[src/hw/rtl/rfc_pkg.sv]
// ----------------------------------------------------------------------------
// rfc_pkg
// Types and constants shared by the receive frame classifier modules.
// ----------------------------------------------------------------------------
package rfc_pkg;

  localparam int unsigned AddrWidth = 5;
  localparam int unsigned DataWidth = 64;
  localparam int unsigned FlagCount = 12;

  typedef enum logic [1:0] {
    CLASS_NONE = 2'd0,
    CLASS_ARP  = 2'd1,
    CLASS_PING = 2'd2,
    CLASS_UDP  = 2'd3
  } frame_class_t;

  typedef enum logic [1:0] {
    REG_OWN_MAC  = 2'd0,
    REG_OWN_IP   = 2'd1,
    REG_UDP_PORT = 2'd2
  } reg_index_t;

  localparam int unsigned FLAG_DST_BCAST  = 0;
  localparam int unsigned FLAG_DST_OWN    = 1;
  localparam int unsigned FLAG_SRC_OWN    = 2;
  localparam int unsigned FLAG_ARP_HDR    = 3;
  localparam int unsigned FLAG_ARP_TIP    = 4;
  localparam int unsigned FLAG_ETH_IPV4   = 5;
  localparam int unsigned FLAG_IP_VER     = 6;
  localparam int unsigned FLAG_IP_DST     = 7;
  localparam int unsigned FLAG_PROTO_ICMP = 8;
  localparam int unsigned FLAG_PROTO_UDP  = 9;
  localparam int unsigned FLAG_ICMP_ECHO  = 10;
  localparam int unsigned FLAG_UDP_PORT   = 11;

  localparam logic [15:0] ETH_TYPE_ARP   = 16'h0806;
  localparam logic [15:0] ETHERTYPE_IPV4 = 16'h0800;
  localparam logic [15:0] ARP_HTYPE_ETH  = 16'h0001;
  localparam logic [7:0]  IP_VER_IHL     = 8'h45;
  localparam logic [7:0]  IP_PROTO_ICMP  = 8'h01;
  localparam logic [7:0]  IP_PROTO_UDP   = 8'h11;
  localparam logic [7:0]  ICMP_ECHO_REQ  = 8'h08;
  localparam logic [7:0]  ICMP_CODE_ZERO = 8'h00;
  localparam logic [7:0]  BCAST_BYTE     = 8'hff;
  localparam logic [15:0] UDP_HDR_LEN    = 16'd8;
  localparam logic [15:0] UDP_LEN_LIMIT  = 16'd1512;
  localparam logic [15:0] UDP_PORT_RESET = 16'd4950;
  localparam logic [5:0]  POS_MAX        = 6'd63;

  typedef struct packed {
    logic [7:0] frame_byte;
    logic       end_of_frame;
  } rfc_in_t;

  typedef struct packed {
    frame_class_t frame_class;
    logic [10:0]  body_length;
  } rfc_out_t;

  typedef struct packed {
    logic [47:0] own_mac;
    logic [31:0] own_ip;
    logic [15:0] udp_port;
  } rfc_cfg_t;

endpackage

[src/hw/rtl/rfc_cfg_regs.sv]
// ----------------------------------------------------------------------------
// rfc_cfg_regs
// APB register file holding the own MAC address, own IP address and UDP port.
// ----------------------------------------------------------------------------
module rfc_cfg_regs (
  input  logic                          clk,
  input  logic                          rst,
  input  logic                          psel,
  input  logic                          penable,
  input  logic                          pwrite,
  input  logic [rfc_pkg::AddrWidth-1:0] paddr,
  input  logic [rfc_pkg::DataWidth-1:0] pwdata,
  output logic [rfc_pkg::DataWidth-1:0] prdata,
  output logic                          pready,
  output rfc_pkg::rfc_cfg_t             cfg
);

  rfc_pkg::reg_index_t index;
  logic                write_en;

  assign index    = rfc_pkg::reg_index_t'(paddr[4:3]);
  assign pready   = 1'b1;
  assign write_en = psel && penable && pwrite;

  always_ff @(posedge clk) begin
    if (rst) begin
      cfg.own_mac  <= '0;
      cfg.own_ip   <= '0;
      cfg.udp_port <= rfc_pkg::UDP_PORT_RESET;
    end else if (write_en) begin
      unique case (index)
        rfc_pkg::REG_OWN_MAC:  cfg.own_mac  <= pwdata[47:0];
        rfc_pkg::REG_OWN_IP:   cfg.own_ip   <= pwdata[31:0];
        rfc_pkg::REG_UDP_PORT: cfg.udp_port <= pwdata[15:0];
        default: ;
      endcase
    end
  end

  always_comb begin
    unique case (index)
      rfc_pkg::REG_OWN_MAC:  prdata = {16'd0, cfg.own_mac};
      rfc_pkg::REG_OWN_IP:   prdata = {32'd0, cfg.own_ip};
      rfc_pkg::REG_UDP_PORT: prdata = {48'd0, cfg.udp_port};
      default:               prdata = '0;
    endcase
  end

endmodule

[src/hw/rtl/rfc_hdr_match.sv]
// ----------------------------------------------------------------------------
// rfc_hdr_match
// Per-byte header comparison, frame state and end-of-frame classification.
// ----------------------------------------------------------------------------
module rfc_hdr_match (
  input  logic              clk,
  input  logic              rst,
  input  logic              step,
  input  rfc_pkg::rfc_in_t  item,
  input  rfc_pkg::rfc_cfg_t cfg,
  output rfc_pkg::rfc_out_t result
);

  logic [5:0]                    byte_position;
  logic [rfc_pkg::FlagCount-1:0] match_flags;
  logic [15:0]                   udp_length;
  logic [5:0]                    byte_position_next;
  logic [rfc_pkg::FlagCount-1:0] match_flags_next;
  logic [15:0]                   udp_length_next;
  logic [7:0]                    b;
  logic [5:0]                    p;
  logic                          eth_ip;
  logic [15:0]                   body;

  function automatic logic [7:0] mac_byte(input logic [47:0] mac, input logic [2:0] i);
    logic [7:0] r;
    unique case (i)
      3'd0:    r = mac[47:40];
      3'd1:    r = mac[39:32];
      3'd2:    r = mac[31:24];
      3'd3:    r = mac[23:16];
      3'd4:    r = mac[15:8];
      3'd5:    r = mac[7:0];
      default: r = 8'd0;
    endcase
    return r;
  endfunction

  function automatic logic [7:0] ip_byte(input logic [31:0] ip, input logic [1:0] i);
    logic [7:0] r;
    unique case (i)
      2'd0: r = ip[31:24];
      2'd1: r = ip[23:16];
      2'd2: r = ip[15:8];
      2'd3: r = ip[7:0];
    endcase
    return r;
  endfunction

  assign b = item.frame_byte;
  assign p = byte_position;

  always_comb begin
    match_flags_next = match_flags;
    udp_length_next  = udp_length;
    if (p < 6'd6) begin
      if (b != rfc_pkg::BCAST_BYTE) match_flags_next[rfc_pkg::FLAG_DST_BCAST] = 1'b0;
      if (b != mac_byte(cfg.own_mac, p[2:0])) match_flags_next[rfc_pkg::FLAG_DST_OWN] = 1'b0;
    end else if (p < 6'd12) begin
      if (b != mac_byte(cfg.own_mac, 3'(p - 6'd6)))
        match_flags_next[rfc_pkg::FLAG_SRC_OWN] = 1'b0;
    end else if (p == 6'd12) begin
      if (b != rfc_pkg::ETH_TYPE_ARP[15:8]) match_flags_next[rfc_pkg::FLAG_ARP_HDR] = 1'b0;
      if (b != rfc_pkg::ETHERTYPE_IPV4[15:8]) match_flags_next[rfc_pkg::FLAG_ETH_IPV4] = 1'b0;
    end else if (p == 6'd13) begin
      if (b != rfc_pkg::ETH_TYPE_ARP[7:0]) match_flags_next[rfc_pkg::FLAG_ARP_HDR] = 1'b0;
      if (b != rfc_pkg::ETHERTYPE_IPV4[7:0]) match_flags_next[rfc_pkg::FLAG_ETH_IPV4] = 1'b0;
    end else if (p == 6'd14) begin
      if (b != rfc_pkg::ARP_HTYPE_ETH[15:8]) match_flags_next[rfc_pkg::FLAG_ARP_HDR] = 1'b0;
      if (b != rfc_pkg::IP_VER_IHL) match_flags_next[rfc_pkg::FLAG_IP_VER] = 1'b0;
    end else if (p == 6'd15) begin
      if (b != rfc_pkg::ARP_HTYPE_ETH[7:0]) match_flags_next[rfc_pkg::FLAG_ARP_HDR] = 1'b0;
    end else if (p == 6'd23) begin
      if (b != rfc_pkg::IP_PROTO_ICMP) match_flags_next[rfc_pkg::FLAG_PROTO_ICMP] = 1'b0;
      if (b != rfc_pkg::IP_PROTO_UDP) match_flags_next[rfc_pkg::FLAG_PROTO_UDP] = 1'b0;
    end else if (p >= 6'd30 && p < 6'd34) begin
      if (b != ip_byte(cfg.own_ip, 2'(p - 6'd30)))
        match_flags_next[rfc_pkg::FLAG_IP_DST] = 1'b0;
    end else if (p == 6'd34) begin
      if (b != rfc_pkg::ICMP_ECHO_REQ) match_flags_next[rfc_pkg::FLAG_ICMP_ECHO] = 1'b0;
    end else if (p == 6'd35) begin
      if (b != rfc_pkg::ICMP_CODE_ZERO) match_flags_next[rfc_pkg::FLAG_ICMP_ECHO] = 1'b0;
    end else if (p == 6'd36) begin
      if (b != cfg.udp_port[15:8]) match_flags_next[rfc_pkg::FLAG_UDP_PORT] = 1'b0;
    end else if (p == 6'd37) begin
      if (b != cfg.udp_port[7:0]) match_flags_next[rfc_pkg::FLAG_UDP_PORT] = 1'b0;
    end
    if (p == 6'd38) begin
      udp_length_next = {b, 8'd0};
    end else if (p == 6'd39) begin
      udp_length_next = {udp_length[15:8], b};
    end
    if (p >= 6'd38 && p < 6'd42) begin
      if (b != ip_byte(cfg.own_ip, 2'(p - 6'd38)))
        match_flags_next[rfc_pkg::FLAG_ARP_TIP] = 1'b0;
    end
  end

  assign eth_ip = match_flags_next[rfc_pkg::FLAG_DST_OWN] &&
                  match_flags_next[rfc_pkg::FLAG_ETH_IPV4] &&
                  match_flags_next[rfc_pkg::FLAG_IP_VER] &&
                  match_flags_next[rfc_pkg::FLAG_IP_DST];
  assign body   = udp_length_next - rfc_pkg::UDP_HDR_LEN;

  always_comb begin
    result.frame_class = rfc_pkg::CLASS_NONE;
    result.body_length = '0;
    priority if (p >= 6'd41 && match_flags_next[rfc_pkg::FLAG_ARP_HDR] &&
                 match_flags_next[rfc_pkg::FLAG_ARP_TIP] &&
                 (match_flags_next[rfc_pkg::FLAG_DST_BCAST] ||
                  match_flags_next[rfc_pkg::FLAG_DST_OWN]) &&
                 !match_flags_next[rfc_pkg::FLAG_SRC_OWN]) begin
      result.frame_class = rfc_pkg::CLASS_ARP;
    end else if (p >= 6'd35 && eth_ip && match_flags_next[rfc_pkg::FLAG_PROTO_ICMP] &&
                 match_flags_next[rfc_pkg::FLAG_ICMP_ECHO]) begin
      result.frame_class = rfc_pkg::CLASS_PING;
    end else if (p >= 6'd39 && eth_ip && match_flags_next[rfc_pkg::FLAG_PROTO_UDP] &&
                 match_flags_next[rfc_pkg::FLAG_UDP_PORT] &&
                 udp_length_next >= rfc_pkg::UDP_HDR_LEN &&
                 udp_length_next < rfc_pkg::UDP_LEN_LIMIT) begin
      result.frame_class = rfc_pkg::CLASS_UDP;
      result.body_length = body[10:0];
    end else begin
      result.frame_class = rfc_pkg::CLASS_NONE;
    end
  end

  assign byte_position_next = (p < rfc_pkg::POS_MAX) ? p + 6'd1 : p;

  always_ff @(posedge clk) begin
    if (rst) begin
      byte_position <= '0;
      match_flags   <= '1;
      udp_length    <= '0;
    end else if (step) begin
      if (item.end_of_frame) begin
        byte_position <= '0;
        match_flags   <= '1;
        udp_length    <= '0;
      end else begin
        byte_position <= byte_position_next;
        match_flags   <= match_flags_next;
        udp_length    <= udp_length_next;
      end
    end
  end

endmodule

[src/hw/rtl/rx_frame_classifier_core.sv]
// ----------------------------------------------------------------------------
// rx_frame_classifier_core
// Receive-side Ethernet classifier for ARP, ping and UDP frames addressed to us.
// ----------------------------------------------------------------------------
//  Channel | Direction | Handshake          | Payload
//  in      | input     | in_valid/in_ready  | in_item (frame_byte, end_of_frame)
//  out     | output    | out_valid/out_ready| out_item (frame_class, body_length)
//  apb     | input     | psel/penable       | paddr, pwdata, prdata
//
// One byte is taken per cycle unless a final byte stalls in the input register.
// The classification is written to the result register at the edge at which
// the last byte leaves the input register.
// Only a final byte stalls while a result is still waiting on out_ready.
// Reset clears the frame state and sets udp_port to 4950.
module rx_frame_classifier_core (
  input  logic                          clk,
  input  logic                          rst,
  input  logic                          in_valid,
  output logic                          in_ready,
  input  rfc_pkg::rfc_in_t              in_item,
  output logic                          out_valid,
  input  logic                          out_ready,
  output rfc_pkg::rfc_out_t             out_item,
  input  logic                          psel,
  input  logic                          penable,
  input  logic                          pwrite,
  input  logic [rfc_pkg::AddrWidth-1:0] paddr,
  input  logic [rfc_pkg::DataWidth-1:0] pwdata,
  output logic [rfc_pkg::DataWidth-1:0] prdata,
  output logic                          pready
);

  rfc_pkg::rfc_cfg_t cfg;
  rfc_pkg::rfc_in_t  stage_item;
  rfc_pkg::rfc_out_t result;
  logic              stage_valid;
  logic              stage_fire;

  rfc_cfg_regs u_cfg (
    .clk     (clk),
    .rst     (rst),
    .psel    (psel),
    .penable (penable),
    .pwrite  (pwrite),
    .paddr   (paddr),
    .pwdata  (pwdata),
    .prdata  (prdata),
    .pready  (pready),
    .cfg     (cfg)
  );

  rfc_hdr_match u_match (
    .clk    (clk),
    .rst    (rst),
    .step   (stage_fire),
    .item   (stage_item),
    .cfg    (cfg),
    .result (result)
  );

  assign stage_fire = stage_valid && (!stage_item.end_of_frame || !out_valid || out_ready);
  assign in_ready   = !stage_valid || stage_fire;

  always_ff @(posedge clk) begin
    if (rst) begin
      stage_valid <= 1'b0;
    end else if (in_ready) begin
      stage_valid <= in_valid;
    end
  end

  always_ff @(posedge clk) begin
    if (in_ready && in_valid) begin
      stage_item <= in_item;
    end
  end

  always_ff @(posedge clk) begin
    if (rst) begin
      out_valid <= 1'b0;
    end else if (stage_fire && stage_item.end_of_frame) begin
      out_valid <= 1'b1;
    end else if (out_ready) begin
      out_valid <= 1'b0;
    end
  end

  always_ff @(posedge clk) begin
    if (stage_fire && stage_item.end_of_frame) begin
      out_item <= result;
    end
  end

  a_empty_stage_ready: assert property (@(posedge clk) disable iff (rst)
    !stage_valid |-> in_ready)
    else $error("input register empty but not ready");

  a_last_gives_result: assert property (@(posedge clk) disable iff (rst)
    (stage_fire && stage_item.end_of_frame) |=> out_valid)
    else $error("final byte processed without a result");

  a_no_spurious_result: assert property (@(posedge clk) disable iff (rst)
    (out_valid && out_ready && !(stage_fire && stage_item.end_of_frame)) |=> !out_valid)
    else $error("result repeated after it was taken");

  a_body_only_udp: assert property (@(posedge clk) disable iff (rst)
    (out_valid && out_item.frame_class != rfc_pkg::CLASS_UDP) |-> out_item.body_length == '0)
    else $error("body length set for a frame that is not UDP");

endmodule
[config.mk]
export PLATFORM = sky130hd
export DESIGN_NAME = rx_frame_classifier_core
export DESIGN_NICKNAME = d
export VERILOG_FILES = /design/src/hw/rtl/rfc_pkg.sv /design/src/hw/rtl/rfc_cfg_regs.sv /design/src/hw/rtl/rfc_hdr_match.sv /design/src/hw/rtl/rx_frame_classifier_core.sv
export SDC_FILE = /design/constraint.sdc
export NUM_CORES = 1
export LEC_CHECK = 0
export ABC_AREA = 1
export CAP_MARGIN = 10
export CORE_MARGIN = 2
export CORE_UTILIZATION = 55
export CTS_CLUSTER_SIZE = 16
export DETAILED_ROUTE_END_ITERATION = 16
export DONT_BUFFER_PORTS = 1
export PLACE_DENSITY = 0.7
export SETUP_SLACK_MARGIN = 0.02
export SYNTH_ARGS = -nofsm -noshare
export SYNTH_HDL_FRONTEND = slang
export SYNTH_SLANG_ARGS = --single-unit
export TNS_END_PERCENT = 100
[constraint.sdc]
create_clock -name clk -period 3.9 [get_ports clk]
set_clock_uncertainty 0.1 [all_clocks]
set_input_delay 0.39 -clock clk [delete_from_list [all_inputs] [get_ports clk]]
set_output_delay 0.39 -clock clk [all_outputs]
set_load 0.05 [all_outputs]
# [Word-level counts from Yosys, hierarchy flattened]
# Index checks and enable logic that the tools add are counted.
[op_classes] addsub=5 magnitude_cmp=12 eq_ne=41 mux=74 n_bitwise=1 reduce_logical=43
[op_table] cell="$pmux 48 s3" count=1
[op_table] cell="$mux 8" count=13
[op_table] cell="$pmux 8 s6" count=2
[op_table] cell="$pmux 8 s4" count=2
[op_table] cell="$ne 8x8->1" count=6
[op_table] cell="$mux 1" count=38
[op_table] cell="$eq 6x6->1 const B" count=6
[op_table] cell="$mux 16" count=2
[op_table] cell="$eq 6x4->1 const B" count=4
[op_table] cell="$ge 6x6->1 const B" count=4
[op_table] cell="$mux 6" count=4
[op_table] cell="$logic_and 1x1->1" count=22
[op_table] cell="$lt 6x6->1 const B" count=3
[op_table] cell="$ge 16x4->1 const B" count=1
[op_table] cell="$lt 16x11->1 const B" count=1
[op_table] cell="$mux 2" count=7
[op_table] cell="$mux 7" count=2
[op_table] cell="$eq 3x2->1 const B" count=4
[op_table] cell="$eq 3x3->1 const B" count=4
[op_table] cell="$mux 12" count=1
[op_table] cell="$sub 11x4->11 const B" count=1
[op_table] cell="$eq 2x2->1 const B" count=5
[op_table] cell="$mux 5" count=2
[op_table] cell="$ne 8x1->1 const B" count=1
[op_table] cell="23 further kinds" count=40
[word_totals] regBits=154 out_inout_bits=80 wordCells=188

# [Depth between registers and ports, before layout]
# Gate-level depths: netlist of the first run.
[depth] word_depth=31 depth_mapped=22 mapped_depth_nobuf=21

# [Hierarchy]
# Synthesis of the first run repeated with hierarchy kept, for this count alone.
[hier_totals] cells_unflattened=1565 area_unflattened_um2=9661.8
[by_module_without_submodules] module="rfc_cfg_regs" instances=1 cells_each=714 area_each_um2=4575.6 seq_area_each_um2=1921.8
[by_module_without_submodules] module="rfc_hdr_match" instances=1 cells_each=811 area_each_um2=4306.6 seq_area_each_um2=680.7
[by_module_without_submodules] module="rx_frame_classifier_core" instances=1 cells_each=40 area_each_um2=779.5 seq_area_each_um2=700.7

# [Worst setup path before layout of the first run]
# OpenSTA, ideal clock, no wires.
[synth_timing] kind="register to register" start="register u_match.byte_position[1]" end="register out_item[8] in the netlist's numbering, data pin" setup_ps=256 arrival_ps=2428 t_required_ps=3544 path_slack_ps=1116 stages_incl_launch_ff=21 n_path_buf=2 period_less_slack_ps=2784 cell_sequence="dfxtp_1 > inv_1 > ha_1 > inv_1 > clkbuf_1 > nand3_1 > nand2_1 > nor2_1 > nand2_1 > nand2_1 > nand2_1 > nand2_1 > nand2_1 > nor2_1 > nand2_1 > nand2_1 > a21oi_1 > nand2_1 > nand3_2 > buf_6 > nor2_2"
[synth_via] elab_chain_cells=29
[synth_lines] element="from (decl)" line="rfc_hdr_match.sv:14" text="logic [5:0] byte_position;"
[synth_lines] element="from (signal assigned)" line="rfc_hdr_match.sv:141" text="byte_position <= byte_position_next;"
[synth_lines] element="$sub 2x2->2" line="rfc_hdr_match.sv:77, rfc_hdr_match.sv:94"
[synth_lines] element="$eq 2x2->1 (tied with other cells)" line="rfc_hdr_match.sv:41" text="unique case (i)"
[synth_lines] element="$pmux 8 s4" line="rfc_hdr_match.sv:41"
[synth_lines] element="$mux 8" line="rfc_hdr_match.sv:76" text="end else if (p >= 6'd30 && p < 6'd34) begin"
[synth_lines] element="$mux 8" line="rfc_hdr_match.sv:73" text="end else if (p == 6'd23) begin"
[synth_lines] element="$mux 8" line="rfc_hdr_match.sv:71" text="end else if (p == 6'd15) begin"
[synth_lines] element="$mux 8" line="rfc_hdr_match.sv:68" text="end else if (p == 6'd14) begin"
[synth_lines] element="$mux 8" line="rfc_hdr_match.sv:65" text="end else if (p == 6'd13) begin"
[synth_lines] element="[11 not listed]"
[synth_lines] element="$mux 7" line="rfc_hdr_match.sv:59" text="end else if (p < 6'd12) begin"
[synth_lines] element="$mux 7" line="rfc_hdr_match.sv:56" text="if (p < 6'd6) begin"
[synth_lines] element="$logic_and 1x1->1" line="rfc_hdr_match.sv:101" text="match_flags_next[rfc_pkg::FLAG_IP_VER] &&"
[synth_lines] element="$logic_and 1x1->1 (3 in series)" line="rfc_hdr_match.sv:117" text="end else if (p >= 6'd39 && eth_ip && match_flags_next[rfc_pkg::FLAG_PROTO_UDP] &&"
[synth_lines] element="$logic_and 1x1->1" line="rfc_hdr_match.sv:118" text="match_flags_next[rfc_pkg::FLAG_UDP_PORT] &&"
[synth_lines] element="$logic_and 1x1->1" line="rfc_hdr_match.sv:119" text="udp_length_next >= rfc_pkg::UDP_HDR_LEN &&"
[synth_lines] element="$not 1->1 (no source line)"
[synth_lines] element="$reduce_or 3->1 (no source line)"
[synth_lines] element="to (signal assigned)" line="rx_frame_classifier_core.sv:90" text="out_item <= result;"
[synth_lines] element="to (decl)" line="rx_frame_classifier_core.sv:23" text="output rfc_pkg::rfc_out_t out_item,"
# Several ways; a longest one is shown, not always the timed one. The select of a mux whose other input is x is not followed.
# A chain may end at the register's enable or synchronous reset.

# [Final worst setup path of the first run]
[layout_timing] start="register u_match.byte_position[0]" end="register out_item[0] in the netlist's numbering, data pin"
# The elaborated chain is that of the path after synthesis.

==> results.cfg, run 1 <==
[status]
status = completed

[logic_synthesis]
syn-cell-area_sq_um = 8910
synth_cells = 1390
synth_edf_count = 22
yosysTopAreaCellShare_pct = 29.6
synth.area.top_cells = dfxtp_1 (30%), nand2_1 (17%), nor2_1 (8.1%), edfxtp_1 (7.4%), o21ai_0 (7.2%)
yosysWarnings = 0
ys_ff_latch = 154
yosysMostFrequentCell = nand2_1
avgSynthCellArea_sq_um = 6.41
yosysTopAreaCell = dfxtp_1
ys_seq_area_share_pct = 37.1
synthArstFlopShare_pct = 0
synth_flop_cell = dfxtp_1
synthTopCellsByCount = nand2_1 (405), nor2_1 (193), dfxtp_1 (132), o21ai_0 (128), inv_1 (115)
yosysUniqueCellTypes = 44

[clock_network]
clockBufferDepth = 2
cts_buffers = 17
cts_tree = done
post-cts-setup-buffer-count = 0
root_buffer = clkbuf_16
ctsHoldBuffers = 33
cts.htree.levels = 4
clkLatencyLatePin_ns = 0.43
path_clk_slew_ns = 0.06
cts_resized = 0
numClockSinks = 154

[worst_setup_path]
crit_slowest_cell = ha_1
path_cells = inv_1 > ha_1 > inv_1 > nor2_1 > nand2_1 > o21ai_0 > inv_1 > nand2_1 > nand3_1 > nand2_1 > nand2_1 > nor2_1 > nand2_1 > nand2_1 > nand3_1 > nor2_2 > nand3_2 > nor2_1
cp_max_fo = 14
cpMostUsedCell = nand2_1
required_ns = 4.07
crit_type = register to register
critPathLaunchType = register
cp_data_arrival_time_ns = 3.60
slowest_delay_ns = 0.59
crit_path_end_kind = register

[final_layout]
n_fill_cell = 1517
area_delta_synth_final_pct = 12.0
seq_area_sq_um = 3300
layout.nets = 1500
antenna-diode-count = 0
multi_input_area_sq_um = 4770
fin_area_sq_um = 9980
drive_gt1_share_pct = 7.21

[power]
switching_share_pct = 26.1
pwr-share-comb_pct = 9.2
p_int_mw = 2.73
seq_power_share_pct = 45.7
clkPwrFrac_pct = 45.1
leakagePower_nw = 4.48
max-vdd-ir-drop_mv = 0.313
p_sw_uw = 966
power_density_nw_per_um2 = 370

[timing]
period_share_pct = 87.8
setup_viol = 0
finalHoldViolations = 0
hold_ws_ns = 0.00492
rsz0062_at_grt = no
fin_tns_setup_ns = 0
slew_violations = 0
finalWorstSetupSlack_ns = 0.477
period_minus_slack_ns = 3.42
maxSlewHeadroom_pct = 27.4
max_freq_ghz = 0.292
tightest_slew_ns = 1.08

[die]
coreArea_sq_um = 15900
io_pins = 165
chipHeight_um = 131
rows = 46
die_area_sq_um = 17200
initial_core_util_pct = 56.1
die_w_um = 131

[detailed_routing]
drc_errors = 0
routedWlPerCell_um = 17.3
initialDrtViolationCount = 930
ant_nets = 0
drt_pass1_iterations = 6
vias_per_cell = 5.58
vias = 9089
routed_wl_um = 28300

[place]
io_buffer_count = 0
dp_hpwl_um = 19900
gp_congestion = 0.971
place_ws_ns = 0.561
dpl-instance-area_sq_um = 9050

[global_routing]
met3_usage_pct = 8.26
track_usage_pct = 32.6
grt_start_max_net_pins = 83
globalRouteMet2Util_pct = 50.4
grt_use_met1_pct = 43.6
overflow = 0
grt_pass1_vias = 8300
grt_antenna_before_repair = 0
top_usage_layer = met2
grt_pass1_wl_um = 44400

[min_path]
hp-class = input pin to register

[run]
drv_cap = 0
-- cells by family after synthesis --
kind of cell,after synthesis,synth area share (%)
AO/OA/AOI/OAI,237,14.3
XOR/XNOR,16,1.57
adder cells (fa/ha/maj),13,1.82
buffers and inverters,210,10.1
flip-flops,154,37.1
other,2,0.0843
AND/OR/NAND/NOR,758,35.1
-- final cells by class --
class,count,area share (%)
Timing Repair Buffer,66,5.79
Inverter,122,4.59
Sequential cell,154,33.1
Tap cell,216,2.71
Clock inverter,8,0.815
Multi-Input combinational cell,1041,47.8
Clock buffer,23,5.20
-- power by group through the flow --
stage | logic [mW] | registers, mW | clock network (mW)
global placement | 0.298 | 1.72 | 0
global route | 0.369 | 1.69 | 1.73
finish | 0.341 | 1.69 | 1.67
floorplan | 0.252 | 1.70 | 0
detailed placement | 0.301 | 1.72 | 0
CTS | 0.335 | 1.68 | 1.68
-- flip-flops by register name, summed over array words and instances (netlist names) --
signal                 flops
u_cfg.cfg                 96
u_match.udp_length        16
out_item                  13
u_match.match_flags       12
stage_item                 9
u_match.byte_position      6
out_valid                  1
stage_valid                1
-- worst paths after layout --
path                                          endpoint  slack, ns                      from  cells past startpoint
worst min-delay path                     u_cfg.cfg[37]      0.005                pwdata[21]                      2
worst max register to register             out_item[0]       0.48  u_match.byte_position[0]                     18
worst min register to register  u_match.match_flags[3]       0.35    u_match.match_flags[3]                      2
worst max-delay path                       out_item[0]       0.48  u_match.byte_position[0]                     18
-- metrics by stage --
stage	util [%]	std cells	power, mW
2_1_floorplan	-	1405	1.95
3_3_place_gp	57.0	1566	2.02
3_5_place_dp	57.0	1566	2.02
4_1_cts	62.8	1630	3.70
5_1_grt	62.8	1630	3.79
6_report	62.8	1630	3.70
-- worst max-delay path: cells and delay by family (launching register included) --
family	cells	cell delay (ns)
fa+ha+maj	1	0.59
simple gates	13	1.71
compound gates	1	0.08
buf+inv	3	0.40
flops	1	0.38
-- cells in the final DEF, fill, tap and decap left out, types with 5 or more instances in the layout --
cell,count
o21ai_0,118
xnor2_1,10
nand3_1,109
clkbuf_16,18
nand2_1,405
buf_4,33
inv_2,5
conb_1,17
o21ai_1,16
nor3_1,8
o211ai_1,12
xor2_1,6
edfxtp_1,22
inv_1,114
a21oi_1,73
nor2_1,192
dfxtp_1,132
ha_1,13
nand4_1,10
nor2_2,18
clkbuf_8,5
or2_2,5
a22o_1,6
dlygate4sd3_1,33
-- routing by layer --
layer / up-vias / part of all wire [%] / routed length (um)
met2: 464 / 43 / 12200
li1: 4453 / - / -
met1: 4104 / 43 / 12200
met3: 68 / 9.7 / 2740
met5: - / 0 / 0
met4: 0 / 4.1 / 1160
(Power assumes the default switching activity.)
==> run 2, diff against run 1 <==
Settings changed: HOLD_SLACK_MARGIN set to 0.08.
==> run 2 against run 1 <==
Die area unchanged. Final cell count up 1.5%. Sequential cell count unchanged. Core utilization up 1.6 points. Hold slack better by 0.082 ns. Routed wire length up 0.93%. Global-route usage up 0.31 points. Count of clock-buffer cells in the layout unchanged. Maximum frequency up 2.3%. Critical path depth unchanged. Critical path type unchanged. Largest power group unchanged.
==> results.cfg, run 2 (synthesis gave the netlist of run 1 again) <==
[status]
status = completed

[worst_setup_path]
r2r_start = u_match.byte_position[1]
cpMostUsedCell = nand2_1
crit_type = register to register
crit_buf_inv = 3
required_ns = 4.07
cp-endpoint = out_item[0]
critPathLaunchType = register
critical_path_depth = 18
worst-r2r-setup-slack_ns = 0.55
cp_data_arrival_time_ns = 3.52
crit_family = simple AND/OR/NAND/NOR gates
r2r-end = out_item[0]
startpoint = u_match.byte_position[1]
reg2regPathDepth = 18
slowest_delay_ns = 0.50
path_cells = inv_1 > ha_1 > inv_1 > nor2_1 > nand2_1 > o21ai_0 > inv_1 > nand2_1 > nand3_1 > nand2_1 > nand2_1 > nor2_1 > nand2_1 > nand2_1 > nand3_1 > nor2_2 > nand3_2 > nor2_1
crit_path_end_kind = register
crit_slowest_cell = ha_1
cp_max_fo = 11

[detailed_routing]
ant_nets = 0
drt-met1-wl_um = 12200
drt_pass1_iterations = 5
vias = 9178
vias_per_cell = 5.55
initialDrtViolationCount = 1024
drc_errors = 0
dr_wl_met3_um = 2670
routed.top_layer = met4
routedWlPerCell_um = 17.2
wl_met2_um = 12500
routed_wl_um = 28500

[final_layout]
antenna-diode-count = 0
final_common_cell = nand2_1
seq_area_sq_um = 3300
mostFrequentLayoutCells = nand2_1 (405), nor2_1 (192), dfxtp_1 (132)
stdcell_count = 1655
layout.nets = 1525
regMostFlops = u_cfg.cfg
area_delta_synth_final_pct = 14.8
n_fill_cell = 1484
largest_register_ffs = 96
drive_gt1_share_pct = 7.16
reg_top3 = u_cfg.cfg x96, u_match.udp_length x16, out_item x13
multi_input_area_sq_um = 4770

[global_routing]
overflow = 0
grt_antenna_before_repair = 0
grt_pass1_wl_um = 44900
grt_start_max_net_pins = 83
track_usage_pct = 32.9
grt_pass1_vias = 8393

[clock_network]
cts_buffers = 17
path_clk_slew_ns = 0.06
clkLatencyLatePin_ns = 0.43
cts.htree.levels = 4
clockBufferDepth = 2
numClockSinks = 154
cts_tree = done
post-cts-setup-buffer-count = 0
root_buffer = clkbuf_16

[place]
dp_hpwl_um = 19900
io_buffer_count = 0
dp.cells = 1566
gp_congestion = 0.971

[die]
io_pins = 165
coreArea_sq_um = 15900
die_area_sq_um = 17200
die_w_um = 131
chipHeight_um = 131
initial_core_util_pct = 56.1
rows = 46

[power]
leakagePower_nw = 4.58
max-vdd-ir-drop_mv = 0.313
power_density_nw_per_um2 = 364

[timing]
slew_violations = 0
tightest_slew_ns = 1.10
setup_viol = 0
period_share_pct = 85.8
maxSlewHeadroom_pct = 26.7
rsz0062_at_grt = no
finalHoldViolations = 0
max_freq_ghz = 0.299
period_minus_slack_ns = 3.35
fin_tns_setup_ns = 0

[run]
drv_cap = 0

[min_path]
hp-class = input pin to register
[run 2: cell count changes in the layout (fill, tap and decap cells not counted), sizes merged]
cell / delta
dlygate4sd3: +25
[run 2: layout make-up]
type | count | area share (%)
flip-flops and latches | 154 | 32.3
clock buffers | 23 | 5.07
inverters | 122 | 4.48
multi-input cells | 1041 | 46.6
well taps | 216 | 2.64
repair buffers | 91 | 8.09
clock inverters | 8 | 0.795
[run 2: worst reg2reg max path: stages (launching register included)]
cell and delay (ns):
dfxtp_1 0.31, inv_1 0.18, ha_1 0.50, inv_1 0.16, nor2_1 0.37, nand2_1 0.11, o21ai_0 0.11, inv_1 0.08
nand2_1 0.08, nand3_1 0.06, nand2_1 0.08, nand2_1 0.07, nor2_1 0.11, nand2_1 0.08, nand2_1 0.09, nand3_1 0.13
nor2_2 0.14, nand3_2 0.28, nor2_1 0.18
[run 2: through the flow]
step           worst slack (ns)  power (mW)  util [%]  area [sq um]  hold slack (ns)
2_1_floorplan              1.12        1.95         -          8970            0.319
3_3_place_gp              0.569        2.02      57.0          9050            0.331
3_5_place_dp              0.561        2.02      57.0          9050            0.341
4_1_cts                   0.528        3.72      64.4         10200           0.0820
5_1_grt                   0.161        3.82      64.4         10200           0.0901
6_report                  0.554        3.72      64.4         10200           0.0873
[run 2: timing repair]
item | CTS | global route
setup endpoints to repair | 0 | 1
resized for setup | 0 | 1
hold buffers | 58 | 0
hold endpoints to repair | 122 | 0
[run 2: report_power, final]
part,switching (mW),internal (mW)
sequential,0.0466,1.64
combinational,0.260,0.106
clock,0.671,1.00
total,0.978,2.75
[run 2: how the worst min path moves through the flow]
stage | start | end | cells past startpoint
floorplan | u_match.match_flags[3] | u_match.match_flags[3] | 2
global placement | u_match.match_flags[3] | u_match.match_flags[3] | 2
detailed placement | u_match.match_flags[3] | u_match.match_flags[3] | 2
CTS | pwdata[23] | u_cfg.cfg[71] | 2
global route | pwdata[38] | u_cfg.cfg[86] | 2
finish | pwdata[38] | u_cfg.cfg[86] | 2
[run 2: layer usage]
metal  track usage, %  vias up
met3             8.49       69
li1                 -     4503
met2             51.7      436
met4             13.7        0
met5                0        -
met1             43.3     4170
==> run 3, diff against run 2 <==
Settings changed: REMOVE_ABC_BUFFERS set to 1.
==> run 3 against run 2 <==
Sequential cell count unchanged. Total power down 2.1%. Via count up 0.89%. Non-clock buffer count up 3. Critical path type unchanged. Largest power group unchanged.
==> results.cfg, run 3 (synthesis gave the netlist of run 1 again) <==
[detailed_routing]
ant_nets = 0
initialDrtViolationCount = 1031
drt_pass1_iterations = 5
routedWlPerCell_um = 17.0
vias = 9260
vias_per_cell = 5.58
routed_wl_um = 28200
drc_errors = 0

[clock_network]
cts_tree = done
root_buffer = clkbuf_16
path_clk_slew_ns = 0.06
clkLatencyLatePin_ns = 0.44
numClockSinks = 154
clockBufferDepth = 2
cts_buffers = 17
cts.htree.levels = 4

[final_layout]
final_common_cell = nand2_1
area_delta_synth_final_pct = 14.6
layout.nets = 1528
n_fill_cell = 1490
seq_area_sq_um = 3300
reg_top3 = u_cfg.cfg x96, u_match.udp_length x16, out_item x13
regMostFlops = u_cfg.cfg
fin_area_sq_um = 10200
mostFrequentLayoutCells = nand2_1 (405), nor2_1 (192), dfxtp_1 (132)
antenna-diode-count = 0
multi_input_area_sq_um = 4770
largest_register_ffs = 96
drive_gt1_share_pct = 7.21

[timing]
period_minus_slack_ns = 3.42
hold_ws_ns = 0.0894
finalHoldViolations = 0
setup_viol = 0
tightest_slew_ns = 0.987
maxSlewHeadroom_pct = 33.7
slew_violations = 0
max_freq_ghz = 0.292
period_share_pct = 87.8
rsz0062_at_grt = no

[power]
max-vdd-ir-drop_mv = 0.329
power_density_nw_per_um2 = 357
leakagePower_nw = 4.57

[worst_setup_path]
cp_max_fo = 18
critPathLaunchType = register
r2r-end = out_item[0]
required_ns = 3.98
crit_type = register to register
cp-endpoint = out_item[0]
cp_data_arrival_time_ns = 3.50
reg2regPathDepth = 18
crit_path_end_kind = register
startpoint = u_match.byte_position[1]
r2r_start = u_match.byte_position[1]
worst-r2r-setup-slack_ns = 0.48

[run]
drv_cap = 0

[global_routing]
track_usage_pct = 32.5
grt_start_max_net_pins = 63
globalRouteMet2Util_pct = 49.4
top_usage_layer = met2
grt_use_met1_pct = 47.2
overflow = 0
grt_pass1_wl_um = 44600
grt_antenna_before_repair = 0
met3_usage_pct = 5.32
grt_pass1_vias = 8218

[place]
dp_hpwl_um = 19300
io_buffer_count = 0
gp_congestion = 0.964
dpl-instance-area_sq_um = 9060

[min_path]
hp-class = input pin to register

[die]
coreArea_sq_um = 15900
rows = 46
io_pins = 165
initial_core_util_pct = 56.1
chipHeight_um = 131
die_area_sq_um = 17200
die_w_um = 131

[status]
status = completed
run 3: changes by cell type in the layout (fill, tap and decap cells not counted), sizes merged:
cell and change:
clkbuf -4, inv +4, clkinvlp +3, buf +2, bufinv -1, clkinv -1, dlygate4sd3 +1
run 3: worst max-delay path: stages, from the launching register on:
cell and delay (ns):
dfxtp_1 0.58, inv_1 0.23, ha_1 0.42, buf_4 0.26, nand2_1 0.10, o21ai_0 0.20
nor2_1 0.09, nand2_1 0.11, nand2_1 0.06, nand2_1 0.07, nand2_1 0.05, nand2_1 0.05
nor2_1 0.04, nand2_1 0.07, nand2_1 0.08, a21oi_1 0.16, nand2_1 0.12, nand3_2 0.30
nor2_1 0.06
run 3: worst min path at each step:
stage	from	to	cells past startpoint
after floorplan	u_match.match_flags[3]	u_match.match_flags[3]	2
after global placement	u_match.match_flags[3]	u_match.match_flags[3]	2
after detailed placement	u_match.match_flags[3]	u_match.match_flags[3]	2
after CTS	pwdata[4]	u_cfg.cfg[52]	2
after global routing	pwdata[27]	u_cfg.cfg[43]	2
final	pwdata[27]	u_cfg.cfg[43]	2
run 3: metal layers:
| layer | part of all wire, % | wire length [um] |
|---|---|---|
| met1 | 44 | 12500 |
| met4 | 2.4 | 674 |
| met5 | 0 | 0 |
| met3 | 9.3 | 2620 |
| met2 | 44 | 12400 |
run 3: through the flow:
step / setup WS [ns] / TNS, ns / cells / utilization, % / power (mW)
after floorplan: -0.203 / -5.46 / 1317 / - / 1.92
after global placement: 0.585 / 0 / 1568 / 57.1 / 2.01
after detailed placement: 0.548 / 0 / 1568 / 57.1 / 2.01
after CTS: 0.533 / 0 / 1659 / 64.3 / 3.64
after global routing: 0.133 / 0 / 1659 / 64.3 / 3.75
final: 0.476 / 0 / 1659 / 64.3 / 3.64
run 3: final cells by class:
type                            instances  area share, %
Timing Repair Buffer                   94           8.35
Clock buffer                           19           4.45
Clock inverter                         13           1.07
Inverter                              122           4.48
Sequential cell                       154           32.3
Multi-Input combinational cell       1041           46.7
Tap cell                              216           2.65
run 3: repair_timing:
action,4_1_cts,5_1_grt
resized for setup,0,0
hold buffers,59,0
setup endpoints to repair,0,0
setup buffers,0,0
hold endpoints to repair,122,0
run 3: where the power goes:
| part | leakage, nW | internal (mW) | total, mW | switching, mW |
|---|---|---|---|---|
| Combinational | 3.01 | 0.105 | 0.357 | 0.252 |
| Sequential | 1.30 | 1.64 | 1.69 | 0.0499 |
| Clock | 0.262 | 0.866 | 1.60 | 0.732 |
| Total | 4.57 | 2.61 | 3.64 | 1.03 |
